`config.mk`:
```
export PLATFORM = sky130hd
export DESIGN_NAME = fsre_add_tree
export DESIGN_NICKNAME = d
export VERILOG_FILES = /design/src/rtl/fsre_pkg.sv /design/src/rtl/fsre_add_tree.sv
export SDC_FILE = /design/constraint.sdc
export NUM_CORES = 2
export LEC_CHECK = 0
export BUFFER_PORTS_ARGS = -buffer_cell sky130_fd_sc_hd__buf_2
export CAP_MARGIN = 25
export CORE_AREA = 4 4 512 514
export DETAILED_ROUTE_END_ITERATION = 6
export DIE_AREA = 0 0 516 518
export GPL_TIMING_DRIVEN = 0
export PLACE_DENSITY_LB_ADDON = 0.2
export REMOVE_ABC_BUFFERS = 1
export SYNTH_ARGS = -nofsm -noshare
export SYNTH_HDL_FRONTEND = slang
export SYNTH_SLANG_ARGS = --single-unit
```
`constraint.sdc`:
```
create_clock -name clk -period 4.3 [get_ports clk]
set_input_delay 0.43 -clock clk [delete_from_list [all_inputs] [get_ports clk]]
set_output_delay 0.43 -clock clk [all_outputs]
set_load 0.01 [all_outputs]
```
`src/rtl/fsre_pkg.sv`:
```
// shared constants and types for the centered fir filter with replicated edges
// no dependencies; used by every module of the block
`default_nettype none

package fsre_pkg;

    // defaults for the top-level parameters
    localparam int MAX_TAPS_DEF    = 32;
    localparam int SAMPLE_BITS_DEF = 16;
    localparam int COEF_BITS_DEF   = 16;

    // fixed field widths
    localparam int OUT_BITS       = 40;
    localparam int TAPS_CFG_BITS  = 6;
    localparam int TAP_INDEX_BITS = 5;

    // input command codes
    localparam logic CMD_LOAD   = 1'b0;
    localparam logic CMD_SAMPLE = 1'b1;

    // sequencer modes
    typedef enum logic {
        MODE_STREAM,
        MODE_FLUSH
    } mode_t;

    // per-step control fanned out to every cell
    typedef struct packed {
        logic adv;
        logic fill;
        logic shift;
    } cell_ctl_t;

endpackage

`default_nettype wire

```
`src/rtl/fsre_add_tree.sv`:
```
// registered binary adder tree over the cell products, one register per level
// depends on fsre_pkg
`default_nettype none

module fsre_add_tree #(
    parameter int N = fsre_pkg::MAX_TAPS_DEF
) (
    input  wire                                   clk,
    input  wire                                   en,
    input  wire  signed [fsre_pkg::OUT_BITS-1:0]  leaf [N],
    output logic signed [fsre_pkg::OUT_BITS-1:0]  sum
);

    localparam int LV = $clog2(N);
    localparam int NP = 1 << LV;

    if (LV == 0)
    begin : g_flat
        assign sum = leaf[0];
    end
    else
    begin : g_tree
        // heap layout: node 0 is the root, leaves sit at NP-1 and up
        logic signed [fsre_pkg::OUT_BITS-1:0] node     [2*NP-1];
        logic signed [fsre_pkg::OUT_BITS-1:0] node_reg [NP-1];

        // combined view of the sums and the zero-padded leaves
        always_comb
        begin
            for (int i = 0; i < NP-1; i++)
            begin
                node[i] = node_reg[i];
            end
            for (int i = 0; i < N; i++)
            begin
                node[NP-1+i] = leaf[i];
            end
            for (int i = N; i < NP; i++)
            begin
                node[NP-1+i] = '0;
            end
        end

        always_ff @(posedge clk)
        begin
            if (en)
            begin
                for (int i = 0; i < NP-1; i++)
                begin
                    node_reg[i] <= node[2*i+1] + node[2*i+2];
                end
            end
        end

        assign sum = node_reg[0];
    end

endmodule

`default_nettype wire

```
# Word-level counts from Yosys, hierarchy flattened
# Memory sizes are Yosys's and may differ from the RTL's.
# Index checks and enable logic that the tools add are counted.
[word_totals] elab_cells=34 mem_bits_rw=1240 register_bits=0 output_inout_bits=40 n_memories=1
[memory_table] memory="g_tree.node_reg" words=31 word_bits=40 read_ports=31 rd_clocked_by_memory_dff=0 write_ports=31 line="fsre_add_tree.sv:25" source="logic signed [fsre_pkg::OUT_BITS-1:0] node_reg [NP-1];"
[op_classes] n_addsub=31 muxes=2
[op_table] operator="40-bit adder" count=31
[op_table] operator="1-bit two-way mux" count=2

# Longest topological paths before layout
[depth] depth_word=2 ltp_mapped=14

# Least setup slack after synthesis
# OpenSTA, ideal clock, no wires.
[synth_timing] path_type="input port to flip-flop" from="input port leaf[480] (netlist bit)" to="memory g_tree.node_reg[1][358] (netlist bit), data pin" arrival_time_ns=3.416 path_stages=14 path_slack_ns=0.622 cell_sequence="ha_1 fa_1 a21o_1 a21oi_1 o21bai_1 a21oi_1 o21ai_1 a32o_1 a211oi_1 and3b_1 a221o_1 a2111oi_0 o21bai_1 xor2_1"
[synth_rtl] item="from (decl)" line="fsre_add_tree.sv:10" source="input wire signed [fsre_pkg::OUT_BITS-1:0] leaf [N],"
[synth_rtl] item="to (decl)" line="fsre_add_tree.sv:25"

==> impl_metrics.env <==
export IMPL_status="complete, no violations"
export IMPL_die_h_um=518
export IMPL_grt_pass1_wl_um=489000
export IMPL_crit_chain="dlygate4sd3_1, buf_2, ha_1, a21o_1, a21oi_1, o2111ai_1, a32oi_1, o41ai_2, a41oi_1, o31ai_1, and2_1, a221oi_2, o21ai_1, a21oi_1, xnor2_1"
export IMPL_path_common_cell="a21oi_1"
export IMPL_async_flop_share=0
export IMPL_min_from="leaf[1201]"
export IMPL_syn_area_per_cell_sq_um=10.2
export IMPL_synth_edf_count=1240
export IMPL_finalNetCount=13300
export IMPL_hold_depth=2
export IMPL_cts_buffers=150
export IMPL_netlist_instances=9406
export IMPL_dieArea_sq_mm=0.267
export IMPL_synthFlopType="edfxtp_1"
export IMPL_clockBufferDepth=3
export IMPL_drt_iter0_drc=5658
export IMPL_drc=0
export IMPL_maxCapViolations=0
export IMPL_critical_path_max_stage_delay_ns=0.67
export IMPL_crit_type="input pin to flop"
export IMPL_critical_path_slowest_cell="o41ai_2"
export IMPL_holdWs_ns=0.0778
export IMPL_drive_above_1_share=0.156
export IMPL_final_cells=14300
export IMPL_r2r_end="g_tree.node_reg[0][359]"
export IMPL_dr_pass1_iters=6
export IMPL_total_leakage_power_nw=49.3
export IMPL_die_w_um=516
export IMPL_cts_htree_levels=4
export IMPL_wl_um=336000
export IMPL_worst_path_max_fanout=4
export IMPL_power_density_mw_per_mm2=621
export IMPL_path_clk_slew_ns=0.06
export IMPL_grt_ovfl_total=0
export IMPL_cts_root_buffer="clkbuf_16"
export IMPL_clock_skew_ns=0.0273
export IMPL_yosysTopAreaCellShare=0.387
export IMPL_reg2reg_setup_slack_ns=0.15
export IMPL_ys_seq_elements=1240
export IMPL_post_route_period_util=0.979
export IMPL_globalplace_congestion=1.02
export IMPL_grt_max_degree=174
export IMPL_yosysSeqAreaShare=0.387
export IMPL_maxSlewHeadroom=0.171
export IMPL_io_buffers=1321
export IMPL_final_max_slew_viol_count=0
export IMPL_min_path_type="input pin to flop"
export IMPL_synth_commonest_cells="edfxtp_1 (1240), ha_1 (1209), a21oi_1 (1058)"
export IMPL_fin_util=0.438
export IMPL_insertion_delay_ns=0.78
export IMPL_core_rowCount=186
export IMPL_grt_pass1_vias=78100
export IMPL_ir_worst_vdd_v=0.000304
export IMPL_crit_arrival_ns=4.77
export IMPL_crit_path_end_kind="flop"
export IMPL_vias=79100
export IMPL_period_needed_ns=4.21
export IMPL_dp_cells=14000
export IMPL_hold_viol_final=0
export IMPL_start_util=0.374
export IMPL_track_usage=0.240
export IMPL_cp_start_kind="input pin"
export IMPL_yosysMostFrequentCell="edfxtp_1"
export IMPL_synthToLayoutAreaGrowth_pct=17.2
export IMPL_crit_required_ns=4.86
export IMPL_core_area_sq_mm=0.257
export IMPL_critical_path_startpoint="leaf[681]"
export IMPL_cts_sinks=1240
export IMPL_ys_types=85
export IMPL_synth_largest_area_cell="edfxtp_1"
export IMPL_setup_worst_path_end="g_tree.node_reg[1][279]"
export IMPL_fmax_mhz=238
export IMPL_yosysWarnings=0
export IMPL_final_setup_viol_count=0
export IMPL_synthTopCellsByArea="edfxtp_1 (39%), ha_1 (16%), xnor2_1 (6.9%)"
export IMPL_r2r_start="g_tree.node_reg[1][88]"
export IMPL_drtAntennaViolNets=0
export IMPL_wl_per_cell_um=23.5
export IMPL_cts_tree="done"
export IMPL_largest_reg_flops=1240
export IMPL_r2r_cells=13
export IMPL_viasPerCell=5.52
export IMPL_antenna_found_initial=85
export IMPL_hpwlAfterDp_um=282000
export IMPL_worst_pin_slew_ns=1.24
export IMPL_pin_count=1322
export IMPL_syn_cell_area_sq_mm=0.0961
## critical path: cells and delay by family
kind | cells | cell delay (ns)
AND/OR/NAND/NOR | 1 | 0.25
AO/OA/AOI/OAI | 10 | 2.81
adder cells (fa/ha/maj) | 1 | 0.27
buffers and inverters | 2 | 0.70
XOR/XNOR | 1 | 0.29
## through the flow
step / power, mW / cell area (sq um) / setup TNS (ns) / setup WS [ns]
2_1_floorplan: 45.2 / 95600 / 0 / 0.622
3_3_place_gp: 56.9 / 106000 / - / -17.17
3_5_place_dp: 56.7 / 107000 / -10.69 / -0.489
4_1_cts: 70.3 / 112000 / 0 / 0.00301
5_1_grt: 74.8 / 113000 / -0.0367 / -0.0205
6_report: 69.9 / 113000 / 0 / 0.0923
## layout by cell type, fill, tap and decap left out, types with 258 or more instances in the layout
cell and instances:
nor2_1 504, o21ai_0 540, buf_2 1321, nand2_1 460, a21oi_1 1042, inv_1 258, ha_1 1209, xor2_1 393
xnor2_1 757, edfxtp_1 1240, a21o_1 738
## how the worst min path moves through the flow
stage                               to  slack, ns
2_1_floorplan    g_tree.node_reg[0][0]       0.51
3_3_place_gp   g_tree.node_reg[0][120]       0.52
3_5_place_dp   g_tree.node_reg[0][280]       0.53
4_1_cts        g_tree.node_reg[1][160]      0.002
5_1_grt        g_tree.node_reg[0][601]       0.03
6_report       g_tree.node_reg[0][601]       0.08
## metal layers
| metal | wire length (um) | track usage | up-vias |
|---|---|---|---|
| li1 | - | - | 38500 |
| met1 | 142000 | 0.300 | 37500 |
| met4 | 14100 | 0.0905 | 76 |
| met2 | 162000 | 0.416 | 2458 |
| met3 | 17600 | 0.0368 | 520 |
| met5 | 516 | 0 | - |
## kinds of logic after synthesis
group	share of synthesized area
XOR/XNOR	0.105
buffers and inverters	0.0156
adder cells (fa/ha/maj)	0.164
AO/OA/AOI/OAI	0.220
flip-flops	0.387
AND/OR/NAND/NOR	0.108
## what timing repair did
item	in CTS	in global routing
hold buffers	53	0
pin swaps	1	7
setup buffers	1	3
gates cloned	0	0
hold endpoints to repair	29	0
gates resized for setup	19	60
setup endpoints to repair	27	85
## area by class of cell
| class | count | area, sq um |
|---|---|---|
| antenna | 21 | 52.6 |
| clock buffer | 183 | 4010 |
| clock inverter | 89 | 982 |
| fill | 24800 | 144000 |
| inverter | 258 | 968 |
| multi-input combinational | 7768 | 57700 |
| sequential | 1240 | 37200 |
| tap | 3384 | 4230 |
| timing repair buffer | 1388 | 7400 |
## power breakdown
group          internal, mW  switching, mW
Clock                  7.77           5.16
Sequential             19.5           1.98
Combinational          14.5           21.0
Total                  41.7           28.1
Power figures use the tool's default switching activity.
