===== config.mk =====
export PLATFORM = sky130hd
export DESIGN_NAME = fsre_tap_cell
export DESIGN_NICKNAME = d
export VERILOG_FILES = /design/src/rtl/fsre_pkg.sv /design/src/rtl/fsre_tap_cell.sv
export SDC_FILE = /design/constraint.sdc
export NUM_CORES = 1
export LEC_CHECK = 0
export ABC_AREA = 1
export BUFFER_PORTS_ARGS = -buffer_cell sky130_fd_sc_hd__buf_2
export CAP_MARGIN = 5
export CORE_UTILIZATION = 65
export DETAILED_ROUTE_END_ITERATION = 8
export GPL_TIMING_DRIVEN = 0
export PLACE_DENSITY = 0.95
export SETUP_SLACK_MARGIN = 0.4
export SLEW_MARGIN = 20
export SYNTH_ARGS = -nofsm -noshare
export SYNTH_HDL_FRONTEND = slang
export SYNTH_SLANG_ARGS = --single-unit

===== constraint.sdc =====
create_clock -name clk -period 14 [get_ports clk]
set_input_delay 0.7 -clock clk [delete_from_list [all_inputs] [get_ports clk]]
set_output_delay 0.7 -clock clk [all_outputs]
set_load 0.01 [all_outputs]

===== src/rtl/fsre_pkg.sv =====
// shared constants and types for the centered fir filter with replicated edges
// no dependencies; used by every module of the block
`default_nettype none

package fsre_pkg;

    // defaults for the top-level parameters
    localparam int MAX_TAPS_DEF    = 32;
    localparam int SAMPLE_BITS_DEF = 16;
    localparam int COEF_BITS_DEF   = 16;

    // fixed field widths
    localparam int OUT_BITS       = 40;
    localparam int TAPS_CFG_BITS  = 6;
    localparam int TAP_INDEX_BITS = 5;

    // input command codes
    localparam logic CMD_LOAD   = 1'b0;
    localparam logic CMD_SAMPLE = 1'b1;

    // sequencer modes
    typedef enum logic {
        MODE_STREAM,
        MODE_FLUSH
    } mode_t;

    // per-step control fanned out to every cell
    typedef struct packed {
        logic adv;
        logic fill;
        logic shift;
    } cell_ctl_t;

endpackage

`default_nettype wire


===== src/rtl/fsre_tap_cell.sv =====
// one cell of the tap chain: window sample, coefficient and registered product
// depends on fsre_pkg
`default_nettype none

module fsre_tap_cell #(
    parameter int SAMPLE_BITS = fsre_pkg::SAMPLE_BITS_DEF,
    parameter int COEF_BITS   = fsre_pkg::COEF_BITS_DEF
) (
    input  wire                                      clk,
    input  wire                                      rst_n,
    input  fsre_pkg::cell_ctl_t                      ctl,
    input  wire                                      coef_we,
    input  wire  signed [COEF_BITS-1:0]              coef_in,
    input  wire  signed [SAMPLE_BITS-1:0]            fill_val,
    input  wire  signed [SAMPLE_BITS-1:0]            win_in,
    input  wire                                      tap_on,
    output logic signed [SAMPLE_BITS-1:0]            win_out,
    output logic signed [fsre_pkg::OUT_BITS-1:0]     prod
);

    logic signed [SAMPLE_BITS-1:0]           win_reg;
    logic signed [COEF_BITS-1:0]             coef_reg;
    logic signed [SAMPLE_BITS+COEF_BITS-1:0] mult;
    logic signed [fsre_pkg::OUT_BITS-1:0]    prod_reg;

    always_ff @(posedge clk or negedge rst_n)
    begin
        if (!rst_n)
        begin
            coef_reg <= '0;
        end
        else if (coef_we)
        begin
            coef_reg <= coef_in;
        end
    end

    // window moves one cell per step, or takes the first sample of a record everywhere
    always_ff @(posedge clk)
    begin
        if (ctl.fill)
        begin
            win_reg <= fill_val;
        end
        else if (ctl.shift)
        begin
            win_reg <= win_in;
        end
    end

    assign mult = coef_reg * win_reg;

    always_ff @(posedge clk)
    begin
        if (ctl.adv)
        begin
            prod_reg <= tap_on ? fsre_pkg::OUT_BITS'(mult) : '0;
        end
    end

    assign win_out = win_reg;
    assign prod    = prod_reg;

endmodule

`default_nettype wire


## Word level (Yosys, flattened, before mapping)

Index checks and enable logic that the tools add are counted.

- Flip-flop bits (word level): 64
- Input bits: 55
- Output and inout port bits: 56

- Multipliers: 1
- Multiplexer cells: 2
- Reduce and logical (&&, ||, !) cells: 1

Operators by type and width:

| operator | number |
|---|---|
| multiplier 16 x 16 -> 32 bit | 1 |
| two-way mux 16 bit | 2 |
| nonzero test 2 bit | 1 |

## Logic depth before layout (Yosys ltp)

- Word-level depth: 2
- Gate-level depth with buffers: 26
- Mapped depth without buffers: 25

## Worst setup path after synthesis

No wires, ideal clock.

- Kind: register to register
- Start: register win_reg[3] (netlist: win_out[3])
- End: register prod_reg, in the netlist prod[29], data pin
- Library setup time: 0.251 ns
- Data arrival time: 5.427 ns
- Data required time: 13.749 ns
- Path slack: 8.322 ns
- Stages on the path, launching flop included: 22
- Path buffers: 2
- Clock period less this slack: 5.678 ns
- Cell sequence: edfxtp_1 -> clkbuf_1 -> clkbuf_1 -> nand2_1 -> inv_1 -> fa_1 -> fa_1 -> inv_1 -> fa_1 -> fa_1 -> fa_1 -> fa_1 -> inv_1 -> ha_1 -> nand2_1 -> nor2_1 -> nand2_1 -> nor3_2 -> nand2_1 -> nand3_1 -> and2_1 -> nor2_1

- Word-level cells in the longest chain between the ends: 1

Ends and longest elaborated chain:

| element | line | text |
|---|---|---|
| start: declaration | fsre_tap_cell.sv:21 | `logic signed [SAMPLE_BITS-1:0] win_reg;` |
| start signal: assignment | fsre_tap_cell.sv:43 | `win_reg <= fill_val;` |
| start signal: assignment | fsre_tap_cell.sv:47 | `win_reg <= win_in;` |
| multiplier 16 x 16 -> 32 bit | fsre_tap_cell.sv:51 | `assign mult = coef_reg * win_reg;` |
| end signal: assignment | fsre_tap_cell.sv:57 | `prod_reg <= tap_on ? fsre_pkg::OUT_BITS'(mult) : '0;` |
| end: declaration | fsre_tap_cell.sv:24 | `logic signed [fsre_pkg::OUT_BITS-1:0] prod_reg;` |

Every way passes these cells.
A chain may end at the register's enable or synchronous reset.

## Worst setup path in the final report

- Start: register coef_reg[15]
- End: register prod_reg, in the netlist prod[29], data pin

- Word-level cells in the longest chain between the ends: 1

Ends and longest elaborated chain:

| element | line | text |
|---|---|---|
| start: declaration | fsre_tap_cell.sv:22 | `logic signed [COEF_BITS-1:0] coef_reg;` |
| start signal: assignment | fsre_tap_cell.sv:34 | `coef_reg <= coef_in;` |
| multiplier 16 x 16 -> 32 bit | fsre_tap_cell.sv:51 |  |

Every way passes these cells.

==> reports/results.tsv <==
metric	value	unit
met3 wire len	3.90	mm
Final Skew	0.0157	ns
io pins	111	
top cell type's share of synthesized area	0.396	
worst reg2reg startpoint	coef_reg[15]	
Max Cap Viol	0	
CP Cell Sequence	clkbuf_1, clkbuf_1, nand2_1, inv_1, fa_1, fa_1, inv_1, fa_1, fa_1, fa_1, fa_1, inv_1, ha_1, nand2_1, nor2_1, nand2_1, nor3_2, nand2_1, nand3_1, and2_1, nor2_1	
gate count after technology mapping	1653	
layout cells sized above 1	0.102	
Startpoint Class	flop	
reg-to-reg endpoint	prod[29]	
critical path arrival	7.02	ns
CP max FO	10	
pin count of the biggest net entering global routing	33	
Area Overhead vs Synth	8.95	%
WS Path Type	reg -> reg	
initial antenna violation count	0	
Hold/Removal Path Class	in -> async	
Yosys warning count	0	
Max clock buf depth	2	
Port Buffer Count	108	
final setup margin	7.08	ns
post-CTS sizing	0	
Setup crit start	coef_reg[15]	
slowest stage delay, CP	0.87	ns
Clock Tree Root	clkbuf_16	
cell accounting for the most synthesized area	fa_1	
CP dominant cell by count	fa_1	
Routed WL	36.3	mm
# H-tree levels	3	
Yosys reg bits	64	
Iteration-0 DRC Markers	1012	
Vias per Instance	5.54	
Syn Nets	2052	
Worst path slowest cell	fa_1	
routed length on met1	11.8	mm
Cell Rows	51	
Max Fclk	145	MHz
Min Hold Slack	0.272	ns
worst reg-to-reg path cell count	21	
Die X	145	um
Post-Place Worst Slack	7.30	ns
Layout Nets	2171	
Synth area leaders	fa_1 (40%), inv_1 (13%), nand2_1 (13%), edfxtp_1 (11%), ha_1 (7.7%)	
Netlist Area Pre-Place	13300	um^2
Syn Area/Cell	8.02	um^2
top sig layer	met4	
Final setup violation count	0	
register area share after synthesis	0.139	
# hold bufs at CTS	0	
Initial Util	0.672	
gr ovfl total	0	
dpl cells	2026	
via count	11300	
core area	19700	um^2
crit path capture	prod[29]	
worst skew pair latency	0.35	ns
RSZ-0062 raised after global routing	no	
HPWL Detailed	29.4	mm
R2R Setup Slk	7.08	ns
clk sink count	64	
met2 WL	17.7	mm
CTS buffer count	9	
fillcell total	1422	
fin crit share	0.494	
Crit. End Element	flop	
status	finished clean	
Worst-path clk slew	0.06	ns
Post-DRT Antenna Nets	0	
Post-CTS Setup Bufs	0	
antenna fix cells	0	
Routed WL per cell	17.8	um
total die area	21000	um^2
drt drc	0	
WP data required	14.11	ns
first-pass GRT wire length	58.0	mm
fin. max-slew vios	0	
final cell count without fillers	2042	
Final Hold Vio Count	0	
min cycle time layout	6.92	ns
DRT Pass-1 Iters	5	
CTS tree	yes	
die height	145	um
max FFs per register	32	
GP Congestion	0.973	
number of global-route vias before repair	12100	
setup TNS	0	ns
worst-margin pin slew	0.763	ns
Yosys cell types	34	
relative slew slack	0.492	
Overall Global Routing Usage	0.381	
-- per-layer routing --
| metal | up-vias | global-route usage |
|---|---|---|
| met4 | 0 | 0.286 |
| met2 | 696 | 0.638 |
| met5 | - | 0 |
| met3 | 234 | 0.0911 |
| li1 | 4925 | - |
| met1 | 5464 | 0.422 |
-- cell usage after synthesis (all sizes together) --
master / count
inv: 478
nand2: 475
fa: 262
ha: 82
nor2: 82
clkbuf: 67
edfxtp: 48
a21oi: 39
nand3: 27
dfrtp: 16
o21ai: 16
mux2: 13
buf: 11
o21bai: 7
nand4: 6
nor3: 6
o21a: 6
and2: 3
xnor2: 3
nand3b: 2
or2: 2
a21o: 1
xor2: 1
-- cell type report --
type	count	area, um^2	area share
flip-flops and latches	64	1840	0.128
multi-input cells	1033	9280	0.643
inverters	478	1790	0.124
repair buffers	108	541	0.0374
well taps	265	332	0.0230
plain buffers	78	337	0.0233
clock inverters	6	85.1	0.00589
clock buffers	10	229	0.0159
-- cells in the final DEF (no fill, tap or decap), drive strengths merged --
master,count
clkinvlp,2
o21a,6
edfxtp,48
o21ai,16
nor3,6
xnor2,3
or2,2
ha,82
buf,119
nand4,6
fa,262
clkbuf,77
a21oi,39
inv,478
nand3,27
and2,3
nand2,475
a21o,1
bufinv,2
nand3b,2
xor2,1
mux2,13
clkinv,2
o21bai,7
dfrtp,16
nor2,82
-- cells by family (layout without fill, tap and decap cells) --
| group | Yosys count | after routing | synth area share |
|---|---|---|---|
| simple gates | 603 | 603 | 0.184 |
| buf+inv | 556 | 680 | 0.161 |
| fa+ha+maj | 344 | 344 | 0.473 |
| compound gates | 69 | 69 | 0.0298 |
| flops | 64 | 64 | 0.139 |
| mux | 13 | 13 | 0.0110 |
| xor+xnor | 4 | 4 | 0.00264 |
-- worst min-delay path by stage --
stage / from / endpoint / slack [ns] / cells after the start
floorplan: rst_n / coef_reg[0] / 0.40 / 0
global placement: rst_n / coef_reg[11] / 0.63 / 1
detailed placement: rst_n / coef_reg[14] / 0.66 / 1
CTS: rst_n / coef_reg[12] / 0.28 / 1
global route: rst_n / coef_reg[12] / 0.30 / 1
finish: rst_n / coef_reg[12] / 0.27 / 1
-- per-stage QoR --
stage,cell area (um^2),util
after detailed placement,14100,0.716
final,14400,0.732
after global placement,14100,0.716
after global routing,14400,0.732
after CTS,14400,0.732
after floorplan,13300,-
-- worst max-delay path, delay by kind of cell, from the launching register on --
kind	cells	cell delay, ns
flip-flops	1	0.32
adder cells (fa/ha/maj)	7	3.88
AND/OR/NAND/NOR	9	1.21
buffers and inverters	5	1.26
Power is not shown: default switching activity piles up to over one toggle a cycle in this logic, so the estimate is an artifact.
